## config.mk

```make
export PLATFORM = sky130hd
export DESIGN_NAME = magnetometer_scale_and_magnitude
export DESIGN_NICKNAME = d
export VERILOG_FILES = /design/src/rtl/msm_pkg.sv /design/src/rtl/msm_lane.sv /design/src/rtl/msm_root.sv /design/src/rtl/magnetometer_scale_and_magnitude.sv
export SDC_FILE = /design/constraint.sdc
export NUM_CORES = 2
export LEC_CHECK = 0
export ABC_AREA = 1
export BUFFER_PORTS_ARGS = -buffer_cell sky130_fd_sc_hd__buf_2
export CAP_MARGIN = 15
export CORE_ASPECT_RATIO = 0.6
export CORE_UTILIZATION = 40
export DETAILED_ROUTE_END_ITERATION = 8
export GPL_ROUTABILITY_DRIVEN = 0
export SYNTH_ARGS = -nofsm -noshare
export SYNTH_HDL_FRONTEND = slang
export SYNTH_SLANG_ARGS = --single-unit
```

## constraint.sdc

```tcl
create_clock -name clk -period 13.84 [get_ports clk]
set_input_delay 2.768 -clock clk [delete_from_list [all_inputs] [get_ports clk]]
set_output_delay 2.768 -clock clk [all_outputs]
set_load 0.02 [all_outputs]
```

## src/rtl/msm_pkg.sv

```systemverilog
// Shared widths, scaling constants and types for the magnetometer scale and magnitude block.
`default_nettype none

package msm_pkg;

    // Word field widths
    localparam int AXIS_W   = 16;
    localparam int STATUS_W = 8;
    localparam int FIELD_W  = 18;
    localparam int MAG_W    = 18;

    // Axis scaling: raw * 10000 / 3750 is raw * 8 / 3
    localparam int UT_PER_GAUSS  = 10000;
    localparam int LSB_PER_GAUSS = 3750;
    localparam int SCALE_NUM     = 8;
    localparam int SCALE_NUM_SH  = 3;
    // Reciprocal of 3: ceil(2^20 / 3), exact for dividends below 2^19
    localparam int SCALE_SHIFT   = 20;
    localparam int RECIP_W       = 19;
    localparam logic [RECIP_W-1:0] SCALE_RECIP = RECIP_W'(((1 << SCALE_SHIFT) + 2) / 3);

    // Lane datapath widths
    localparam int ABS_W  = AXIS_W + 1;                 // magnitude of a raw sample
    localparam int DIVD_W = ABS_W + SCALE_NUM_SH;       // magnitude times 8
    localparam int PROD_W = DIVD_W + RECIP_W;           // reciprocal product
    localparam int QUOT_W = 17;                         // scaled magnitude, max 87381
    localparam int SQ_W   = 2 * QUOT_W;                 // square of scaled magnitude

    // Root unit widths: sum of three squares, one root bit per step
    localparam int RAD_W  = 2 * MAG_W;
    localparam int REM_W  = MAG_W + 1;
    localparam int STEP_W = $clog2(MAG_W);

    // Status bit positions
    localparam int READY_BIT    = 0;
    localparam int OVERFLOW_BIT = 1;

    // Lane-to-merge timing: cycles from capture until the sum register holds
    localparam int FILL_W = 2;
    localparam logic [FILL_W-1:0] FILL_LAST = FILL_W'(3);

    // Root unit status toward the controller
    typedef struct packed {
        logic busy;
        logic done;
    } msm_root_stat_t;

    // Controller states, one-hot
    typedef enum logic [2:0] {
        S_IDLE  = 3'b001,
        S_SCALE = 3'b010,
        S_ROOT  = 3'b100
    } msm_state_t;

endpackage

`default_nettype wire

```

## src/rtl/msm_lane.sv

```systemverilog
// One axis lane: scale a raw sample to microtesla x100 and square its magnitude.
`default_nettype none

module msm_lane (
    input  logic                                clk,
    input  logic signed [msm_pkg::AXIS_W-1:0]   raw,
    output logic signed [msm_pkg::FIELD_W-1:0]  field,
    output logic        [msm_pkg::SQ_W-1:0]     square
);
    import msm_pkg::*;

    logic [ABS_W-1:0]          raw_ext;
    logic [ABS_W-1:0]          mag_abs;
    logic [PROD_W-1:0]         prod_reg, prod_next;
    logic                      neg_reg;
    logic [QUOT_W-1:0]         quot;
    logic signed [FIELD_W-1:0] field_reg, field_next;
    logic [SQ_W-1:0]           square_reg, square_next;

    // Take the magnitude and multiply 8*|raw| by the reciprocal of 3
    always_comb
    begin
        raw_ext   = {raw[AXIS_W-1], raw};
        mag_abs   = raw[AXIS_W-1] ? (~raw_ext + ABS_W'(1)) : raw_ext;
        prod_next = PROD_W'({mag_abs, {SCALE_NUM_SH{1'b0}}}) * PROD_W'(SCALE_RECIP);
    end

    // Drop the fraction, restore the sign, square the magnitude
    always_comb
    begin
        quot        = prod_reg[SCALE_SHIFT +: QUOT_W];
        field_next  = neg_reg ? (FIELD_W'(0) - FIELD_W'(quot)) : FIELD_W'(quot);
        square_next = SQ_W'(quot) * SQ_W'(quot);
    end

    always_ff @(posedge clk)
    begin
        prod_reg   <= prod_next;
        neg_reg    <= raw[AXIS_W-1];
        field_reg  <= field_next;
        square_reg <= square_next;
    end

    assign field  = field_reg;
    assign square = square_reg;

endmodule

`default_nettype wire

```

## src/rtl/msm_root.sv

```systemverilog
// Iterative floor square root, one result bit per cycle.
`default_nettype none

module msm_root (
    input  logic                          clk,
    input  logic                          rst_n,
    input  logic                          start,
    input  logic [msm_pkg::RAD_W-1:0]     radicand,
    output logic [msm_pkg::MAG_W-1:0]     root,
    output msm_pkg::msm_root_stat_t       stat
);
    import msm_pkg::*;

    logic [RAD_W-1:0]  rad_reg, rad_next;
    logic [REM_W-1:0]  rem_reg, rem_next;
    logic [MAG_W-1:0]  root_reg, root_next;
    logic [STEP_W-1:0] step_reg, step_next;
    logic              busy_reg, busy_next;
    logic              done_reg, done_next;
    logic [REM_W+1:0]  rem_sh;
    logic [REM_W+1:0]  trial;
    logic              fit;

    // Bring down two radicand bits and try the next root bit
    always_comb
    begin
        rem_sh = {rem_reg, rad_reg[RAD_W-1 -: 2]};
        trial  = {1'b0, root_reg, 2'b01};
        fit    = (rem_sh >= trial);
    end

    always_comb
    begin
        rad_next  = rad_reg;
        rem_next  = rem_reg;
        root_next = root_reg;
        step_next = step_reg;
        busy_next = busy_reg;
        done_next = 1'b0;
        if (start)
        begin
            rad_next  = radicand;
            rem_next  = '0;
            root_next = '0;
            step_next = '0;
            busy_next = 1'b1;
        end
        else if (busy_reg)
        begin
            rad_next  = {rad_reg[RAD_W-3:0], 2'b00};
            rem_next  = fit ? REM_W'(rem_sh - trial) : REM_W'(rem_sh);
            root_next = {root_reg[MAG_W-2:0], fit};
            step_next = step_reg + STEP_W'(1);
            if (step_reg == STEP_W'(MAG_W - 1))
            begin
                busy_next = 1'b0;
                done_next = 1'b1;
            end
        end
    end

    // Hold control state under reset
    always_ff @(posedge clk or negedge rst_n)
    begin
        if (!rst_n)
        begin
            busy_reg <= 1'b0;
            done_reg <= 1'b0;
            step_reg <= '0;
        end
        else
        begin
            busy_reg <= busy_next;
            done_reg <= done_next;
            step_reg <= step_next;
        end
    end

    always_ff @(posedge clk)
    begin
        rad_reg  <= rad_next;
        rem_reg  <= rem_next;
        root_reg <= root_next;
    end

    assign root      = root_reg;
    assign stat.busy = busy_reg;
    assign stat.done = done_reg;

    // A new root starts only when the unit is free
    a_start_idle: assert property (@(posedge clk) disable iff (!rst_n)
        start |-> !busy_reg)
        else $error("root start while busy");

    // Done follows the last step of a running root
    a_done_after_busy: assert property (@(posedge clk) disable iff (!rst_n)
        done_reg |-> ($past(busy_reg) && !busy_reg))
        else $error("root done without a running root");

    // Busy and done never overlap
    a_busy_done_excl: assert property (@(posedge clk) disable iff (!rst_n)
        !(busy_reg && done_reg))
        else $error("root busy and done together");

endmodule

`default_nettype wire

```

## src/rtl/magnetometer_scale_and_magnitude.sv

```systemverilog
// Top level: three axis lanes, sum of squares merge, root unit and result register.
`default_nettype none

// One sample is taken when start is high and busy is low. The result appears
// on the output ports with done high for exactly one cycle, and is not held
// back by the receiver; the outputs keep their values until the next result.
// Busy drops in the cycle done is shown, so a new sample can be taken at the
// next edge, but not while a sample is in flight. A sample fills the lane
// product and output registers and the sum register in turn, loads the root
// unit, runs the bit-per-cycle square root over the 36-bit sum of squares and
// then has its result registered together with the strobe.
module magnetometer_scale_and_magnitude (
    input  logic                                clk,
    input  logic                                rst_n,
    input  logic                                start,
    output logic                                busy,
    input  logic signed [msm_pkg::AXIS_W-1:0]   axis_x,
    input  logic signed [msm_pkg::AXIS_W-1:0]   axis_y,
    input  logic signed [msm_pkg::AXIS_W-1:0]   axis_z,
    input  logic        [msm_pkg::STATUS_W-1:0] status_byte,
    output logic                                done,
    output logic signed [msm_pkg::FIELD_W-1:0]  field_x,
    output logic signed [msm_pkg::FIELD_W-1:0]  field_y,
    output logic signed [msm_pkg::FIELD_W-1:0]  field_z,
    output logic        [msm_pkg::MAG_W-1:0]    magnitude,
    output logic                                ready_flag,
    output logic                                overflow_flag
);
    import msm_pkg::*;

    msm_state_t                state_reg, state_next;
    logic [FILL_W-1:0]         fill_reg, fill_next;
    logic                      done_reg, done_next;
    logic                      accept;
    logic                      root_start;

    logic signed [AXIS_W-1:0]  raw_x_reg, raw_y_reg, raw_z_reg;
    logic                      ready_reg, overflow_reg;

    logic signed [FIELD_W-1:0] lane_fx, lane_fy, lane_fz;
    logic [SQ_W-1:0]           lane_sx, lane_sy, lane_sz;
    logic [RAD_W-1:0]          sum_reg, sum_next;
    logic [MAG_W-1:0]          root_val;
    msm_root_stat_t            root_stat;

    logic signed [FIELD_W-1:0] fx_reg, fy_reg, fz_reg;
    logic [MAG_W-1:0]          mag_reg;
    logic                      ready_out_reg, overflow_out_reg;

    assign accept = start && (state_reg == S_IDLE);

    // Capture the input word
    always_ff @(posedge clk)
    begin
        if (accept)
        begin
            raw_x_reg    <= axis_x;
            raw_y_reg    <= axis_y;
            raw_z_reg    <= axis_z;
            ready_reg    <= status_byte[READY_BIT];
            overflow_reg <= status_byte[OVERFLOW_BIT];
        end
    end

    // Axis lanes
    msm_lane u_lane_x (.clk(clk), .raw(raw_x_reg), .field(lane_fx), .square(lane_sx));
    msm_lane u_lane_y (.clk(clk), .raw(raw_y_reg), .field(lane_fy), .square(lane_sy));
    msm_lane u_lane_z (.clk(clk), .raw(raw_z_reg), .field(lane_fz), .square(lane_sz));

    // Merge: add the three squares at full width
    assign sum_next = RAD_W'(lane_sx) + RAD_W'(lane_sy) + RAD_W'(lane_sz);

    always_ff @(posedge clk)
    begin
        sum_reg <= sum_next;
    end

    msm_root u_root (
        .clk      (clk),
        .rst_n    (rst_n),
        .start    (root_start),
        .radicand (sum_reg),
        .root     (root_val),
        .stat     (root_stat)
    );

    // Sequence one sample through the lanes and the root unit
    always_comb
    begin
        state_next = state_reg;
        fill_next  = fill_reg;
        done_next  = 1'b0;
        root_start = 1'b0;
        unique case (state_reg)
            S_IDLE:
            begin
                if (start)
                begin
                    state_next = S_SCALE;
                    fill_next  = '0;
                end
            end
            S_SCALE:
            begin
                if (fill_reg == FILL_LAST)
                begin
                    root_start = 1'b1;
                    state_next = S_ROOT;
                end
                else
                begin
                    fill_next = fill_reg + FILL_W'(1);
                end
            end
            S_ROOT:
            begin
                if (root_stat.done)
                begin
                    done_next  = 1'b1;
                    state_next = S_IDLE;
                end
            end
            default:
            begin
                state_next = S_IDLE;
            end
        endcase
    end

    always_ff @(posedge clk or negedge rst_n)
    begin
        if (!rst_n)
        begin
            state_reg <= S_IDLE;
            fill_reg  <= '0;
            done_reg  <= 1'b0;
        end
        else
        begin
            state_reg <= state_next;
            fill_reg  <= fill_next;
            done_reg  <= done_next;
        end
    end

    // Hold the result word for the strobe and after it
    always_ff @(posedge clk)
    begin
        if (done_next)
        begin
            fx_reg           <= lane_fx;
            fy_reg           <= lane_fy;
            fz_reg           <= lane_fz;
            mag_reg          <= root_val;
            ready_out_reg    <= ready_reg;
            overflow_out_reg <= overflow_reg;
        end
    end

    assign busy          = (state_reg != S_IDLE);
    assign done          = done_reg;
    assign field_x       = fx_reg;
    assign field_y       = fy_reg;
    assign field_z       = fz_reg;
    assign magnitude     = mag_reg;
    assign ready_flag    = ready_out_reg;
    assign overflow_flag = overflow_out_reg;

    // An accepted word always leads into the lane fill
    a_accept_fill: assert property (@(posedge clk) disable iff (!rst_n)
        accept |=> (state_reg == S_SCALE) && (fill_reg == '0))
        else $error("accepted word did not start the lanes");

    // The strobe only follows a finished root
    a_done_from_root: assert property (@(posedge clk) disable iff (!rst_n)
        done_reg |-> $past(root_stat.done) && $past(state_reg == S_ROOT))
        else $error("result strobe without a finished root");

    // The root unit reports done only while the controller waits for it
    a_root_done_state: assert property (@(posedge clk) disable iff (!rst_n)
        root_stat.done |-> (state_reg == S_ROOT))
        else $error("root done outside the root phase");

    // The root unit is busy throughout the root phase until it finishes
    a_root_busy: assert property (@(posedge clk) disable iff (!rst_n)
        (state_reg == S_ROOT) |-> (root_stat.busy || root_stat.done))
        else $error("root unit idle during the root phase");

endmodule

`default_nettype wire
```

Word-level counts from Yosys, hierarchy flattened. Cells that the tools add are included.

Output and inout port bits: 76. Bits of input ports: 59. Bits in registers: 504.

Add/sub/neg operators: 11. Equality and inequality tests: 10. Bitwise logic cells: 3. Multiply operators: 6. Mux-type cells: 28. Reductions and logical operators: 5. Order comparisons: 1.

Operator list (number): multiplier 17 x 17 -> 34 bit (3); 2-to-1 mux 17 bit (6); multiplier 17 x 18 -> 33 bit, second input constant (3); 2-to-1 mux 36 bit (2); subtractor 1 x 17 -> 18 bit, first input constant (3); adder 17 x 1 -> 17 bit, second input constant (3); NOT 17 bit (3); adder 35 x 34 -> 36 bit (1); adder 34 x 34 -> 35 bit (1); greater-or-equal comparator 21 x 20 -> 1 bit (1); 2-to-1 mux 19 bit (1); subtractor 19 bit (1); 2-to-1 mux 1 bit (10); 2-to-1 mux 5 bit (2); 2-to-1 mux 3 bit (3); case mux 3 bit (3 select lines) (1); != test 2 bit, second input constant (3); AND reduction 3 bit (2); adder 5 x 1 -> 5 bit, second input constant (1); == test 5 bit, second input constant (1); 2-to-1 mux 2 bit (2); case mux 2 bit (2 select lines) (1); nonzero test 2 bit (2); == test 3 x 1 -> 1 bit, second input constant (1); 7 further kinds (7).

Longest topological paths before layout.
Depth after elaboration: 4. Mapped depth: 33.

Cells and area by module. A second synthesis with hierarchy kept.

Cell total of the unflattened synthesis: 6972. Area, all modules: 58964.1 um^2.

By module, submodules not included: msm_lane (u_lane_y) (times used 1, cells an instance 1880, area each 15591.2 um^2); msm_lane (u_lane_x) (times used 1, cells an instance 1900, area each 15531.1 um^2); msm_lane (u_lane_z) (times used 1, cells an instance 1887, area each 15491.1 um^2); magnetometer_scale_and_magnitude (times used 1, cells an instance 700, area each 7836.3 um^2); msm_root (times used 1, cells an instance 605, area each 4514.3 um^2).

Least setup slack after synthesis. No wires, ideal clock.

Path kind: register to register. Start: register state_reg[1]. End: register done_reg, in the netlist done. Cell stages (with the launch flop): 2. Library setup time: 0.842 ns. Data required time: 12.998 ns. Slack: 5.376 ns. Clock period less this slack: 8.464 ns. Arrival time: 7.622 ns. Cells stage by stage: dfrtp_1 -> nor4_1.

Cells in the longest elaborated chain, start to end: 2.

RTL lines: start: declaration (line magnetometer_scale_and_magnitude.sv:31) `msm_state_t state_reg, state_next;`; start signal: assignment (line magnetometer_scale_and_magnitude.sv:140) `state_reg <= state_next;`; == test 3 bit (line magnetometer_scale_and_magnitude.sv:94) `unique case (state_reg)`; 2-to-1 mux 1 bit (line magnetometer_scale_and_magnitude.sv:94); named net done_next (line magnetometer_scale_and_magnitude.sv:33) `logic done_reg, done_next;`; end signal: assignment (line magnetometer_scale_and_magnitude.sv:142) `done_reg <= done_next;`; end: declaration (line magnetometer_scale_and_magnitude.sv:33).

The timed path passes the listed nets, and every way through them passes these cells. A chain may end at the register's enable or synchronous reset.

Worst setup path in the final report.
Start: register raw_x_reg[0]. End: register u_lane_x.prod_reg[36].

Cells in the longest elaborated chain, start to end: 4.

RTL lines: start: declaration (line magnetometer_scale_and_magnitude.sv:37) `logic signed [AXIS_W-1:0] raw_x_reg, raw_y_reg, raw_z_reg;`; start signal: assignment (line magnetometer_scale_and_magnitude.sv:57) `raw_x_reg <= axis_x;`; NOT 17 bit (line msm_lane.sv:24) `mag_abs = raw[AXIS_W-1] ? (~raw_ext + ABS_W'(1)) : raw_ext;`; adder 17 x 1 -> 17 bit (line msm_lane.sv:24); 2-to-1 mux 17 bit * (line msm_lane.sv:24); multiplier 17 x 18 -> 33 bit * (line msm_lane.sv:25) `prod_next = PROD_W'({mag_abs, {SCALE_NUM_SH{1'b0}}}) * PROD_W'(SCALE_RECIP);`; named net u_lane_x.prod_next[36] (line msm_lane.sv:14) `logic [PROD_W-1:0] prod_reg, prod_next;`; end signal: assignment (line msm_lane.sv:38) `prod_reg <= prod_next;`; end: declaration (line msm_lane.sv:14).

Mark *: on every way through the listed nets, which the timed path passes. The rest lies on a longest branch.

==> results.py <==
metrics = {
    "outcome": {
        "outcome": "completed",
    },
    "synthesis": {
        "yosys-top-cells-area": "fa_1 (29%), ha_1 (15%), inv_1 (12%), dfxtp_1 (9.5%), nand2_1 (8.7%)",
        "syn_inst": 6953,
        "synth_common_cells": "inv_1 (1859), nand2_1 (1361), fa_1 (852)",
        "synth_flop_cell": "dfxtp_1",
        "yosysSeqAreaShare": 0.182,
        "ys_seq_elements": 450,
        "synth_edf_count": 160,
        "async_reset_ff_frac": 0.0289,
        "synth.cell_area_um2": 58600,
        "yosys.area.top_type": "fa_1",
        "avgSynthCellArea_um2": 8.42,
        "yosys_warnings": 0,
        "synth.most_common_cell": "inv_1",
        "synth_cell_type_count": 63,
        "yosysTopAreaCellShare": 0.291,
    },
    "drt": {
        "firstDrtPassIters": 6,
        "vias_per_cell": 4.79,
        "avgRoutedWirePerCell_um": 16.0,
        "wirelength_um": 144000,
        "num_vias": 43100,
        "ant_nets": 0,
        "drt-initial-drc-count": 3415,
        "drc_errors": 0,
    },
    "clock_tree": {
        "cts_buffers": 52,
        "cts_sinks": 450,
        "htree_levels": 2,
        "clockBufferDepth": 3,
        "cts_tree": "yes",
        "cts_resized": 0,
        "insertion_delay_ns": 0.68,
        "cts_root_buf": "clkbuf_16",
        "post_cts_buffers": 0,
        "cts_hold_buf": 0,
        "clk_pin_slew_worst_paths_ns": 0.07,
    },
    "floorplan": {
        "core-area_um2": 145000,
        "fp.dieArea_um2": 148000,
        "die_width_um": 496,
        "die_h_um": 298,
        "io_pins": 135,
        "placementRows": 108,
        "start_util": 0.404,
    },
    "cells_and_area": {
        "nFillCells": 14300,
        "multi_input_area_um2": 40300,
        "drive_gt1_frac": 0.0485,
        "area_growth_syn_to_layout_pct": 7.64,
        "num-nets-final": 8671,
        "seq_area_um2": 10700,
        "fin_area_um2": 63000,
        "finalNonFillerCells": 9007,
    },
    "critical_path": {
        "rr_startpoint": "raw_x_reg[0]$_DFFE_PP_",
        "cp_top_family": "adder cells",
        "worstSetupEndpointType": "register",
        "r2r_cells": 23,
        "r2r-end": "u_lane_x.prod_reg[36]$_DFF_P_",
        "timing_worst_setup_path_type": "register to register",
        "crit_top_cell": "inv_1",
        "cp_num_buf_inv": 6,
        "crit_slowest_cell": "xor2_1",
        "critPathLaunch": "raw_x_reg[0]$_DFFE_PP_",
        "crit_path_max_incr_delay_ns": 0.74,
        "crit_chain": "inv_1, ha_1, inv_1, nor2_1, nor2_1, xor2_1, ha_1, inv_1, fa_1, fa_1, inv_1, fa_1, inv_1, fa_1, fa_1, inv_1, ha_1, nand2_1, o21ai_0, a21oi_1, o211a_1, nand3_1, nand2_1",
        "arrival_ns": 8.21,
        "critPathLaunchType": "register",
        "crit_fanout": 9,
        "ff2ff_setup_slack_ns": 6.20,
        "required_ns": 14.40,
    },
    "worst_hold_path": {
        "hold_class": "register to register",
        "min_path_cells": 0,
        "min-delay-start": "u_lane_z.field[15]$_DFF_P_",
        "whs_endpoint": "field_z[15]$_DFFE_PP_",
    },
    "timing": {
        "rsz0062_at_grt": "no",
        "hold_viol": 0,
        "timing.fmax_mhz": 131,
        "finalCritPeriodShare": 0.552,
        "timing.final.max_slew_violations": 0,
        "setup_viol": 0,
        "worstMarginPinSlew_ns": 1.15,
        "fin_worst_skew_ns": 0.0347,
        "finalCriticalPeriod_ns": 7.64,
        "tns_ns": 0,
        "relSlewSlack": 0.229,
        "hold_ws_ns": 0.397,
    },
    "placement": {
        "hpwlAfterDp_um": 121000,
        "place_area_um2": 61300,
        "port_buffers": 128,
        "dp_cells": 8905,
    },
    "grt": {
        "grt_max_degree": 51,
        "grt_remaining_overflow": 0,
        "grt_antenna_before_repair": 4,
        "grt_pass1_vias": 44000,
        "track_usage": 0.201,
        "grt_pass1_wl_um": 237000,
    },
    "run": {
        "cap_violations": 0,
    },
}
[how the worst max path moves through the flow]
stage / cells past startpoint / to
2_1_floorplan: 1 / done$_DFF_PN0_
6_report: 23 / u_lane_x.prod_reg[36]$_DFF_P_
3_5_place_dp: 23 / u_lane_x.prod_reg[36]$_DFF_P_
4_1_cts: 23 / u_lane_x.prod_reg[36]$_DFF_P_
3_3_place_gp: 23 / u_lane_x.prod_reg[36]$_DFF_P_
5_1_grt: 23 / u_lane_x.prod_reg[36]$_DFF_P_
[through the flow]
stage	worst slack, ns	util
after floorplan	5.38	-
after detailed placement	6.45	0.423
after global routing	5.90	0.435
final	6.20	0.435
after CTS	6.41	0.435
after global placement	6.53	0.423
[routing by layer]
layer / track usage / part of all wire / up-vias
li1: - / - / 21100
met1: 0.325 / 0.51 / 20500
met2: 0.269 / 0.38 / 1411
met3: 0.0503 / 0.098 / 97
met4: 0.0276 / 0.011 / 0
met5: 0 / 0 / -
[cell type report]
cell class,instances,share of cell area
timing repair buffer,152,0.0131
tap,1925,0.0382
clock inverter,39,0.00663
multi-input combinational,4501,0.640
clock buffer,58,0.0212
antenna,4,0.000159
sequential,450,0.169
inverter,1878,0.112
[cell families (layout without fill, tap and decap cells)]
| logic type | count (synthesis) | after routing | synth area share |
|---|---|---|---|
| compound gates | 598 | 598 | 0.0586 |
| xor+xnor | 258 | 258 | 0.0386 |
| fa+ha+maj | 1577 | 1577 | 0.446 |
| buf+inv | 2012 | 2127 | 0.130 |
| flops | 450 | 450 | 0.182 |
| mux | 1 | 1 | 0.000171 |
| other cells | 2 | 16 | 0.000128 |
| simple gates | 2055 | 2055 | 0.144 |
[placed cells by master, fill, tap and decap left out, types with 7 or more instances in the layout]
| cell type | instances |
|---|---|
| a21boi_0 | 14 |
| a21o_1 | 37 |
| a21oi_1 | 256 |
| a31oi_1 | 27 |
| and3_1 | 7 |
| buf_2 | 128 |
| buf_4 | 23 |
| clkbuf_16 | 52 |
| conb_1 | 12 |
| dfrtp_1 | 12 |
| dfxtp_1 | 277 |
| edfxtp_1 | 160 |
| fa_1 | 852 |
| ha_1 | 725 |
| inv_1 | 1859 |
| inv_2 | 18 |
| inv_6 | 12 |
| nand2_1 | 1361 |
| nand2_2 | 14 |
| nand3_1 | 185 |
| nand3_2 | 7 |
| nand4_1 | 33 |
| nor2_1 | 335 |
| nor2_2 | 7 |
| nor3_1 | 54 |
| nor3_2 | 8 |
| nor4_1 | 11 |
| o211ai_1 | 9 |
| o21a_1 | 8 |
| o21ai_0 | 140 |
| o21ai_1 | 23 |
| o21ai_2 | 13 |
| o21bai_1 | 29 |
| o22ai_1 | 19 |
| or2_2 | 11 |
| xnor2_1 | 67 |
| xor2_1 | 191 |
Power is not shown: default switching activity piles up to over one toggle a cycle in this logic, so the estimate is an artifact.
